[config.mk]
export PLATFORM = sky130hd
export DESIGN_NAME = decimated_mean_square_energy
export DESIGN_NICKNAME = d
export VERILOG_FILES = /design/src/rtl/core/dmse_pkg.sv /design/src/rtl/core/dmse_datapath.sv /design/src/rtl/core/dmse_controller.sv /design/src/rtl/core/decimated_mean_square_energy.sv
export VERILOG_INCLUDE_DIRS = /design/src /design/src/rtl/core
export SDC_FILE = /design/constraint.sdc
export NUM_CORES = 2
export LEC_CHECK = 0
export ABC_CLOCK_PERIOD_IN_PS = 9850
export BUFFER_PORTS_ARGS = -buffer_cell sky130_fd_sc_hd__buf_2
export CORE_MARGIN = 2
export CORE_UTILIZATION = 43
export DETAILED_ROUTE_END_ITERATION = 8
export HOLD_SLACK_MARGIN = 0.1
export PLACE_DENSITY = 0.59
export SLEW_MARGIN = 10
export SYNTH_ARGS = -nofsm -noshare
export SYNTH_HDL_FRONTEND = slang
export SYNTH_SLANG_ARGS = --single-unit
[constraint.sdc]
create_clock -name i_clk -period 9.85 [get_ports i_clk]
set_input_delay 0.985 -clock i_clk [delete_from_list [all_inputs] [get_ports i_clk]]
set_output_delay 0.985 -clock i_clk [all_outputs]
set_load 0.05 [all_outputs]
[src/rtl/core/decimated_mean_square_energy_defines.svh]
// ----------------------------------------------------------------------------
// Assertion macros for the decimated mean-square energy block
// Concurrent assertion wrappers that compile to nothing in synthesis.
// ----------------------------------------------------------------------------
`ifndef DECIMATED_MEAN_SQUARE_ENERGY_DEFINES_SVH
`define DECIMATED_MEAN_SQUARE_ENERGY_DEFINES_SVH

`ifndef SYNTHESIS

`define DMSE_ASSERT_SAME(label, clk, rst_n, ante, cons) \
    label: assert property (@(posedge clk) disable iff (!rst_n) (ante) |-> (cons)) \
        else $error("dmse assertion failed (same cycle)");

`define DMSE_ASSERT_NEXT(label, clk, rst_n, ante, cons) \
    label: assert property (@(posedge clk) disable iff (!rst_n) (ante) |=> (cons)) \
        else $error("dmse assertion failed (next cycle)");

`else

`define DMSE_ASSERT_SAME(label, clk, rst_n, ante, cons)

`define DMSE_ASSERT_NEXT(label, clk, rst_n, ante, cons)

`endif

`endif

[src/rtl/core/dmse_pkg.sv]
// ----------------------------------------------------------------------------
// Decimated mean-square energy package
// Shared widths, register indexes, sample formats and controller interfaces.
// ----------------------------------------------------------------------------
package dmse_pkg;

    localparam int SAMPLE_W     = 32;
    localparam int SUM_W        = 55;
    localparam int FRAMES_W     = 21;
    localparam int MAX_CHANNELS = 8;
    localparam int MAX_FRAMES   = 1048576;
    localparam int POS_W        = $clog2(MAX_CHANNELS);
    localparam int CHAN_W       = 4;
    localparam int PHASE_W      = 8;
    localparam int MAG_W        = 32;
    localparam int SQ_W         = 32;
    localparam int REM_W        = $clog2(MAX_CHANNELS);
    localparam int DIV_STEPS    = SUM_W;
    localparam int DIV_CNT_W    = $clog2(DIV_STEPS);
    localparam int CFG_IDX_W    = 2;
    localparam int CFG_DATA_W   = 8;

    localparam logic [CFG_IDX_W-1:0] CFG_SAMPLE_FORMAT = 2'd0;
    localparam logic [CFG_IDX_W-1:0] CFG_CHANNEL_COUNT = 2'd1;
    localparam logic [CFG_IDX_W-1:0] CFG_DECIMATION    = 2'd2;

    typedef enum logic [1:0] {
        FMT_FLOAT32 = 2'd0,
        FMT_S16     = 2'd1,
        FMT_S32     = 2'd2,
        FMT_U8      = 2'd3
    } t_format;

    typedef struct packed {
        logic load;
        logic mul;
        logic acc;
        logic div_step;
        logic out_load;
    } t_ctrl_cmd;

    typedef struct packed {
        logic last;
        logic div_last;
    } t_ctrl_status;

endpackage

[src/rtl/core/dmse_datapath.sv]
// ----------------------------------------------------------------------------
// Decimated mean-square energy datapath
// Sample conversion, squaring, saturating accumulation, frame counting,
// serial division by the channel count and the result register.
// ----------------------------------------------------------------------------
module dmse_datapath (
    input  logic                              i_clk,
    input  logic                              i_rst_n,
    input  logic                              i_cfg_wr_en,
    input  logic [dmse_pkg::CFG_IDX_W-1:0]    i_cfg_index,
    input  logic [dmse_pkg::CFG_DATA_W-1:0]   i_cfg_data,
    input  logic [dmse_pkg::SAMPLE_W-1:0]     i_sample_bits,
    input  logic                              i_last,
    input  dmse_pkg::t_ctrl_cmd               i_cmd,
    output dmse_pkg::t_ctrl_status            o_status,
    output logic [dmse_pkg::SUM_W-1:0]        o_mean_square,
    output logic [dmse_pkg::FRAMES_W-1:0]     o_sampled_frames
);

    dmse_pkg::t_format                      r_sample_format;
    logic [dmse_pkg::CHAN_W-1:0]            r_channel_count;
    logic [dmse_pkg::PHASE_W-1:0]           r_decimation;

    logic [dmse_pkg::POS_W-1:0]             r_pos;
    logic [dmse_pkg::PHASE_W-1:0]           r_phase;
    logic [dmse_pkg::FRAMES_W-1:0]          r_kept;
    logic [dmse_pkg::SUM_W-1:0]             r_sum;
    logic [dmse_pkg::REM_W-1:0]             r_rem;
    logic [dmse_pkg::DIV_CNT_W-1:0]         r_div_cnt;

    logic [dmse_pkg::MAG_W-1:0]             r_mag;
    logic [dmse_pkg::SQ_W-1:0]              r_sq;
    logic                                   r_keep;
    logic                                   r_last;
    logic [dmse_pkg::SUM_W-1:0]             r_mean_square;
    logic [dmse_pkg::FRAMES_W-1:0]          r_sampled_frames;

    logic [dmse_pkg::CHAN_W-1:0]            chans;
    logic [dmse_pkg::PHASE_W-1:0]           dec;
    logic [dmse_pkg::MAG_W-1:0]             n_mag;
    logic [dmse_pkg::POS_W-1:0]             n_pos;
    logic [dmse_pkg::PHASE_W-1:0]           n_phase;
    logic                                   frame_end;
    logic [2*dmse_pkg::MAG_W-1:0]           product;
    logic [dmse_pkg::SUM_W:0]               sum_add;
    logic [dmse_pkg::CHAN_W-1:0]            div_trial;
    logic                                   div_ge;

    function automatic logic [dmse_pkg::MAG_W-1:0] float_mag(
        input logic [dmse_pkg::SAMPLE_W-1:0] bits
    );
        logic [7:0]                     expo;
        logic [22:0]                    mant;
        logic [dmse_pkg::MAG_W-1:0]     sig;
        logic [7:0]                     lsh;
        logic [7:0]                     rsh;
        logic [dmse_pkg::MAG_W-1:0]     mag;
        expo = bits[30:23];
        mant = bits[22:0];
        sig  = {8'd0, 1'b1, mant};
        lsh  = expo - 8'd119;
        rsh  = 8'd119 - expo;
        if (expo == 8'hFF && mant != 23'd0) begin
            mag = '0;
        end else if (expo == 8'd0) begin
            mag = '0;
        end else if (expo >= 8'd127) begin
            mag = bits[31] ? 32'h8000_0000 : 32'h7FFF_FFFF;
        end else if (expo >= 8'd119) begin
            mag = sig << lsh[2:0];
        end else if (expo > 8'd87) begin
            mag = sig >> rsh[4:0];
        end else begin
            mag = '0;
        end
        return mag;
    endfunction

    always_comb begin
        chans = r_channel_count;
        if (r_channel_count == '0) begin
            chans = dmse_pkg::CHAN_W'(1);
        end else if (r_channel_count > dmse_pkg::CHAN_W'(dmse_pkg::MAX_CHANNELS)) begin
            chans = dmse_pkg::CHAN_W'(dmse_pkg::MAX_CHANNELS);
        end
        dec = (r_decimation == '0) ? dmse_pkg::PHASE_W'(1) : r_decimation;
    end

    always_comb begin
        logic [15:0] abs16;
        logic [31:0] abs32;
        logic [7:0]  off8;
        logic [7:0]  abs8;
        abs16 = i_sample_bits[15] ? (~i_sample_bits[15:0] + 16'd1) : i_sample_bits[15:0];
        abs32 = i_sample_bits[31] ? (~i_sample_bits + 32'd1) : i_sample_bits;
        off8  = i_sample_bits[7:0] ^ 8'h80;
        abs8  = off8[7] ? (~off8 + 8'd1) : off8;
        unique case (r_sample_format)
            dmse_pkg::FMT_FLOAT32: n_mag = float_mag(i_sample_bits);
            dmse_pkg::FMT_S16:     n_mag = {abs16, 16'd0};
            dmse_pkg::FMT_S32:     n_mag = abs32;
            dmse_pkg::FMT_U8:      n_mag = {abs8, 24'd0};
            default:               n_mag = '0;
        endcase
    end

    always_comb begin
        frame_end = ({1'b0, r_pos} + dmse_pkg::CHAN_W'(1)) >= chans;
        n_pos     = frame_end ? '0 : r_pos + dmse_pkg::POS_W'(1);
        n_phase   = r_phase;
        if (frame_end) begin
            n_phase = (({1'b0, r_phase} + 9'd1) >= {1'b0, dec}) ? '0
                      : r_phase + dmse_pkg::PHASE_W'(1);
        end
    end

    assign product   = r_mag * r_mag;
    assign sum_add   = {1'b0, r_sum} + (dmse_pkg::SUM_W+1)'(r_sq);
    assign div_trial = {r_rem, r_sum[dmse_pkg::SUM_W-1]};
    assign div_ge    = div_trial >= chans;

    always_ff @(posedge i_clk) begin
        if (!i_rst_n) begin
            r_sample_format <= dmse_pkg::FMT_S16;
            r_channel_count <= dmse_pkg::CHAN_W'(1);
            r_decimation    <= dmse_pkg::PHASE_W'(1);
        end else if (i_cfg_wr_en) begin
            unique case (i_cfg_index)
                dmse_pkg::CFG_SAMPLE_FORMAT:
                    r_sample_format <= dmse_pkg::t_format'(i_cfg_data[1:0]);
                dmse_pkg::CFG_CHANNEL_COUNT:
                    r_channel_count <= i_cfg_data[dmse_pkg::CHAN_W-1:0];
                dmse_pkg::CFG_DECIMATION:
                    r_decimation <= i_cfg_data[dmse_pkg::PHASE_W-1:0];
                default: begin
                end
            endcase
        end
    end

    always_ff @(posedge i_clk) begin
        if (!i_rst_n) begin
            r_pos     <= '0;
            r_phase   <= '0;
            r_kept    <= '0;
            r_sum     <= '0;
            r_rem     <= '0;
            r_div_cnt <= '0;
        end else begin
            if (i_cmd.load) begin
                r_pos     <= i_last ? '0 : n_pos;
                r_phase   <= i_last ? '0 : n_phase;
                r_rem     <= '0;
                r_div_cnt <= '0;
                if (r_phase == '0 && r_pos == '0
                    && r_kept < dmse_pkg::FRAMES_W'(dmse_pkg::MAX_FRAMES)) begin
                    r_kept <= r_kept + dmse_pkg::FRAMES_W'(1);
                end
            end
            if (i_cmd.acc && r_keep) begin
                r_sum <= sum_add[dmse_pkg::SUM_W] ? '1 : sum_add[dmse_pkg::SUM_W-1:0];
            end
            if (i_cmd.div_step) begin
                r_sum     <= {r_sum[dmse_pkg::SUM_W-2:0], div_ge};
                r_rem     <= div_ge ? dmse_pkg::REM_W'(div_trial - chans)
                                    : div_trial[dmse_pkg::REM_W-1:0];
                r_div_cnt <= r_div_cnt + dmse_pkg::DIV_CNT_W'(1);
            end
            if (i_cmd.out_load) begin
                r_sum  <= '0;
                r_kept <= '0;
            end
        end
    end

    always_ff @(posedge i_clk) begin
        if (i_cmd.load) begin
            r_mag  <= n_mag;
            r_keep <= (r_phase == '0);
            r_last <= i_last;
        end
        if (i_cmd.mul) begin
            r_sq <= product[2*dmse_pkg::MAG_W-2:dmse_pkg::MAG_W-1];
        end
        if (i_cmd.out_load) begin
            r_mean_square    <= r_sum;
            r_sampled_frames <= r_kept;
        end
    end

    assign o_status.last     = r_last;
    assign o_status.div_last = (r_div_cnt == dmse_pkg::DIV_CNT_W'(dmse_pkg::DIV_STEPS - 1));
    assign o_mean_square     = r_mean_square;
    assign o_sampled_frames  = r_sampled_frames;

endmodule

[src/rtl/core/dmse_controller.sv]
// ----------------------------------------------------------------------------
// Decimated mean-square energy controller
// Sequences conversion, squaring, accumulation, division and result handoff.
// ----------------------------------------------------------------------------
module dmse_controller (
    input  logic                      i_clk,
    input  logic                      i_rst_n,
    input  logic                      i_in_valid,
    output logic                      o_in_ready,
    output logic                      o_out_valid,
    input  logic                      i_out_ready,
    input  dmse_pkg::t_ctrl_status    i_status,
    output dmse_pkg::t_ctrl_cmd       o_cmd
);

    typedef enum logic [4:0] {
        S_IDLE = 5'b00001,
        S_MUL  = 5'b00010,
        S_ACC  = 5'b00100,
        S_DIV  = 5'b01000,
        S_DONE = 5'b10000
    } t_state;

    t_state r_state;
    t_state n_state;
    logic   r_out_valid;
    logic   n_out_valid;

    always_comb begin
        n_state = r_state;
        o_cmd   = '0;
        unique case (r_state)
            S_IDLE: begin
                if (i_in_valid) begin
                    o_cmd.load = 1'b1;
                    n_state    = S_MUL;
                end
            end
            S_MUL: begin
                o_cmd.mul = 1'b1;
                n_state   = S_ACC;
            end
            S_ACC: begin
                o_cmd.acc = 1'b1;
                n_state   = i_status.last ? S_DIV : S_IDLE;
            end
            S_DIV: begin
                o_cmd.div_step = 1'b1;
                if (i_status.div_last) begin
                    n_state = S_DONE;
                end
            end
            S_DONE: begin
                if (!r_out_valid || i_out_ready) begin
                    o_cmd.out_load = 1'b1;
                    n_state        = S_IDLE;
                end
            end
            default: begin
                n_state = S_IDLE;
            end
        endcase
    end

    always_comb begin
        n_out_valid = r_out_valid;
        if (o_cmd.out_load) begin
            n_out_valid = 1'b1;
        end else if (i_out_ready) begin
            n_out_valid = 1'b0;
        end
    end

    always_ff @(posedge i_clk) begin
        if (!i_rst_n) begin
            r_state     <= S_IDLE;
            r_out_valid <= 1'b0;
        end else begin
            r_state     <= n_state;
            r_out_valid <= n_out_valid;
        end
    end

    assign o_in_ready  = (r_state == S_IDLE);
    assign o_out_valid = r_out_valid;

endmodule

[src/rtl/core/decimated_mean_square_energy.sv]
// ----------------------------------------------------------------------------
// Decimated mean-square energy
// Accumulates squared Q1.31 samples of decimated frames and reports the
// per-channel mean square and the kept frame count at the end of each block.
//
//   Channel   Direction   Handshake                    Payload
//   input     in          i_in_valid / o_in_ready      i_sample_bits, i_last
//   result    out         o_out_valid / i_out_ready    o_mean_square,
//                                                      o_sampled_frames
//   config    in          i_cfg_wr_en                  i_cfg_index, i_cfg_data
//
// Each sample is accepted and converted, squared, then accumulated before
// the next is accepted. A sample marked last adds the bit-serial divide by the
// channel count and the load of the result register.
// The result register holds a transaction until taken; input is accepted
// while it waits, and only the next block end stalls on it.
// Reset is synchronous and active low.
// ----------------------------------------------------------------------------
`include "decimated_mean_square_energy_defines.svh"

module decimated_mean_square_energy (
    input  logic                              i_clk,
    input  logic                              i_rst_n,
    input  logic                              i_cfg_wr_en,
    input  logic [dmse_pkg::CFG_IDX_W-1:0]    i_cfg_index,
    input  logic [dmse_pkg::CFG_DATA_W-1:0]   i_cfg_data,
    input  logic                              i_in_valid,
    output logic                              o_in_ready,
    input  logic [dmse_pkg::SAMPLE_W-1:0]     i_sample_bits,
    input  logic                              i_last,
    output logic                              o_out_valid,
    input  logic                              i_out_ready,
    output logic [dmse_pkg::SUM_W-1:0]        o_mean_square,
    output logic [dmse_pkg::FRAMES_W-1:0]     o_sampled_frames
);

    dmse_pkg::t_ctrl_cmd    cmd;
    dmse_pkg::t_ctrl_status status;

    dmse_controller u_controller (
        .i_clk       (i_clk),
        .i_rst_n     (i_rst_n),
        .i_in_valid  (i_in_valid),
        .o_in_ready  (o_in_ready),
        .o_out_valid (o_out_valid),
        .i_out_ready (i_out_ready),
        .i_status    (status),
        .o_cmd       (cmd)
    );

    dmse_datapath u_datapath (
        .i_clk            (i_clk),
        .i_rst_n          (i_rst_n),
        .i_cfg_wr_en      (i_cfg_wr_en),
        .i_cfg_index      (i_cfg_index),
        .i_cfg_data       (i_cfg_data),
        .i_sample_bits    (i_sample_bits),
        .i_last           (i_last),
        .i_cmd            (cmd),
        .o_status         (status),
        .o_mean_square    (o_mean_square),
        .o_sampled_frames (o_sampled_frames)
    );

    `DMSE_ASSERT_NEXT(a_accept_then_square, i_clk, i_rst_n, i_in_valid && o_in_ready, cmd.mul)
    `DMSE_ASSERT_NEXT(a_square_then_acc, i_clk, i_rst_n, cmd.mul, cmd.acc)
    `DMSE_ASSERT_SAME(a_no_overwrite, i_clk, i_rst_n, cmd.out_load, !o_out_valid || i_out_ready)
    `DMSE_ASSERT_NEXT(a_load_shows_result, i_clk, i_rst_n, cmd.out_load, o_out_valid)

endmodule

==> flow_summary_export.csv <==
group,metric,value,unit
outcome,outcome,"finished clean",
clocking,clkLatencyLatePin,0.59,ns
setup_path,end_kind,"flop",
clocking,cts_tree,"built",
floorplanning,initial_core_util,43.25,%
global_route,busiest_layer,"met2",
global_route,grt_pass1_wl,179800,um
routing,drt_iter0_drc,2048,
floorplanning,boundaryPins,126,
worst_hold_path,hp-class,"flop to flop",
layout,drive_gt1_share,6.897,%
setup_path,path_buf_inv,5,
yosys,synth_warnings,0,
routing,dr.pass1.iters,5,
yosys,synth_nets,5804,
global_route,grt-ovfl-total,0,
floorplanning,core,0.1016,sq mm
timing,fin_setup_tns,0,ns
timing,fin_crit,8.545,ns
clocking,cts_resized,0,
setup_path,crit_family,"adder cells",
floorplanning,dieArea,0.1048,sq mm
yosys,seq_area_frac_synth,14.99,%
routing,drc,0,
floorplanning,rows,117,
floorplanning,die_h,323.7,um
place,dpl.hpwl,89530,um
yosys,ys_ff_latch,258,
yosys,async_flop_share,0,%
yosys,muxShareOfSynthArea,3.434,%
timing,rsz0062_at_grt,"no",
yosys,ys_types,93,
place,io_buffers,125,
timing,fin_worst_skew,0.01608,ns
clocking,cts.sinks,258,
clocking,cts_root_buf,"clkbuf_16",
clocking,cts_buffer_depth,3,
setup_path,worst_path_most_repeated_cell,"fa_1",
job,drv_cap,0,
clocking,postCtsSetupBuffers,0,
yosys,synth_fa_ha_area_share,46.23,%
timing,tightest_slew,1.018,ns
clocking,clk_pin_slew_worst_paths,0.06,ns
yosys,synth-simple-area-share,12.33,%
setup_path,crit_path_start_kind,"flop",
yosys,synthFlopType,"edfxtp_1",
timing,setup_viol,0,
setup_path,cp_data_arrival_time,8.87,ns
setup_path,cp_max_fo,18,
global_route,grt_antenna_before_repair,0,
global_route,met3_usage,2.204,%
yosys,synth_edf_count,142,
yosys,synth_area,0.04394,sq mm
clocking,cts_hold_buf,0,
routing,wl,111200,um
clocking,cts_made_buffers,30,
yosys,synth_xor_area_share,3.408,%
routing,via_per_inst,5.171,
yosys,synth.avg_cell_area,9.532,sq um
layout,diodes,0,
global_route,use_met2,34.99,%
timing,fmax,117.0,MHz
floorplanning,die_x,323.7,um
timing,final_hold_viol_count,0,
timing,slew_headroom,32.12,%
timing,timing.final.crit_share,86.76,%
setup_path,worstPathRequired,10.18,ns
timing,slew_viol_final,0,
yosys,synth_top_family_by_area,"adder cells",
global_route,grt.total_usage,21.74,%
setup_path,critPathKind,"flop to flop",
routing,vias,30990,
place,gp_congestion,0.8854,
global_route,grtUsageMet1,31.78,%
global_route,grt_max_degree,77,
clocking,h-tree-depth,1,
global_route,first_global_vias,32510,
routing,post_drt_wl_per_cell,18.55,um
routing,postRouteAntennaNets,0,
layout,syn_to_final_growth,6.805,%
setup_path,slowest_stage,"edfxtp_1",
layout,final_net_count,5795,
yosys,syn_inst,4610,
setup_path,cp_slowest_stage_delay,0.79,ns
yosys,synth_compound_area_share,9.231,%
## worst paths after layout
check        cells after the start                            to  slack (ns)                 start
max                             25           u_datapath.r_sq[28]        1.30   u_datapath.r_mag[4]
min reg2reg                      0  u_datapath.o_mean_square[38]        0.47  u_datapath.r_sum[38]
min                              0  u_datapath.o_mean_square[38]        0.47  u_datapath.r_sum[38]
max reg2reg                     25           u_datapath.r_sq[28]        1.30   u_datapath.r_mag[4]
## cell usage after synthesis (11+ instances only)
master,number,area (sq um)
mux2i_1,81,810.8
and2_1,261,1633
o21ai_1,14,70.07
nand3_1,43,215.2
xnor2_1,76,665.6
mux4_2,27,608.1
ha_1,350,4379
dfxtp_1,116,2322
o21ai_0,121,605.6
nor3_1,28,140.1
nor2_1,153,574.3
fa_1,796,15940
and3_1,26,162.7
buf_2,11,55.05
a21o_1,66,495.5
nand4_1,27,168.9
o22ai_1,32,200.2
a22oi_1,12,90.09
o211ai_1,16,120.1
nor2b_1,43,269.0
clkbuf_1,187,701.9
nand2b_1,19,118.9
a21oi_1,176,880.8
a211oi_1,23,172.7
a221oi_1,11,96.34
xor2_1,95,832.1
o21bai_1,17,127.6
a31oi_1,24,150.1
nand2_1,414,1554
buf_1,19,71.32
inv_1,990,3716
o221ai_1,19,166.4
o31ai_1,12,90.09
edfxtp_1,142,4264
## logic make-up after synthesis
group                      count (synthesis)
buffers and inverters                   1210
adders and majority gates               1146
and+or+nand+nor                         1085
AOI/OAI and AO/OA                        624
DFF                                      258
xor gates and xnor gates                 171
muxes                                    116
## layout by cell type, fill, tap and decap left out, drive strengths merged, types with 14 or more instances in the layout
cell and n:
inv 992, fa 796, nand2 415, ha 350, and2 261, buf 178, a21oi 176, nor2 155
edfxtp 142, o21ai 137, dfxtp 116, xor2 95, mux2i 81, xnor2 76, a21o 66, nor2b 43
nand3 43, clkbuf 41, o22ai 32, nor3 30, nand4 28, mux4 27, and3 26, a31oi 25
a211oi 24, nand2b 19, o221ai 19, o21bai 18, o211ai 16, o31ai 15, or2 14
## stage by stage
stage	cells	cell area (sq um)	hold WS (ns)	worst slack, ns	util, %
floorplan	4610	43940	0.4305	2.094	-
global placement	5937	45880	0.4516	1.411	45.16
detailed placement	5937	45880	0.4600	1.262	45.16
CTS	5993	46930	0.4750	1.244	46.20
global route	5993	46940	0.4955	0.9178	46.20
finish	5993	46940	0.4735	1.305	46.20
## layer usage
metal / wire length [um] / up-vias
li1: - / 14560
met1: 52140 / 15450
met2: 50820 / 849
met3: 5994 / 127
met4: 2210 / 0
met5: 0 / -
## cell type report
type / instances / area [sq um]
fill: 9836 / 54660
multi-input combinational: 3142 / 32830
sequential: 258 / 6586
inverter: 991 / 3720
tap: 1368 / 1712
timing repair buffer: 178 / 1036
clock buffer: 41 / 875.8
clock inverter: 15 / 178.9
## flip-flops by register name, summed over array words and instances (netlist names)
signal                       count
u_datapath.r_kept               21
u_datapath.o_mean_square        55
u_datapath.o_sampled_frames     21
u_datapath.r_channel_count       4
u_datapath.r_phase               8
u_controller.o_out_valid         1
u_datapath.r_keep                1
u_datapath.r_sq                 32
u_datapath.r_decimation          8
u_datapath.r_sum                55
u_datapath.r_div_cnt             6
u_datapath.r_sample_format       2
u_datapath.r_mag                32
u_controller.r_state             5
u_datapath.r_rem                 3
u_datapath.r_pos                 3
u_datapath.r_last                1
Power is left out: the tool's default activity adds up to more than one toggle a clock period on the data nets, which glitch-free logic cannot reach.
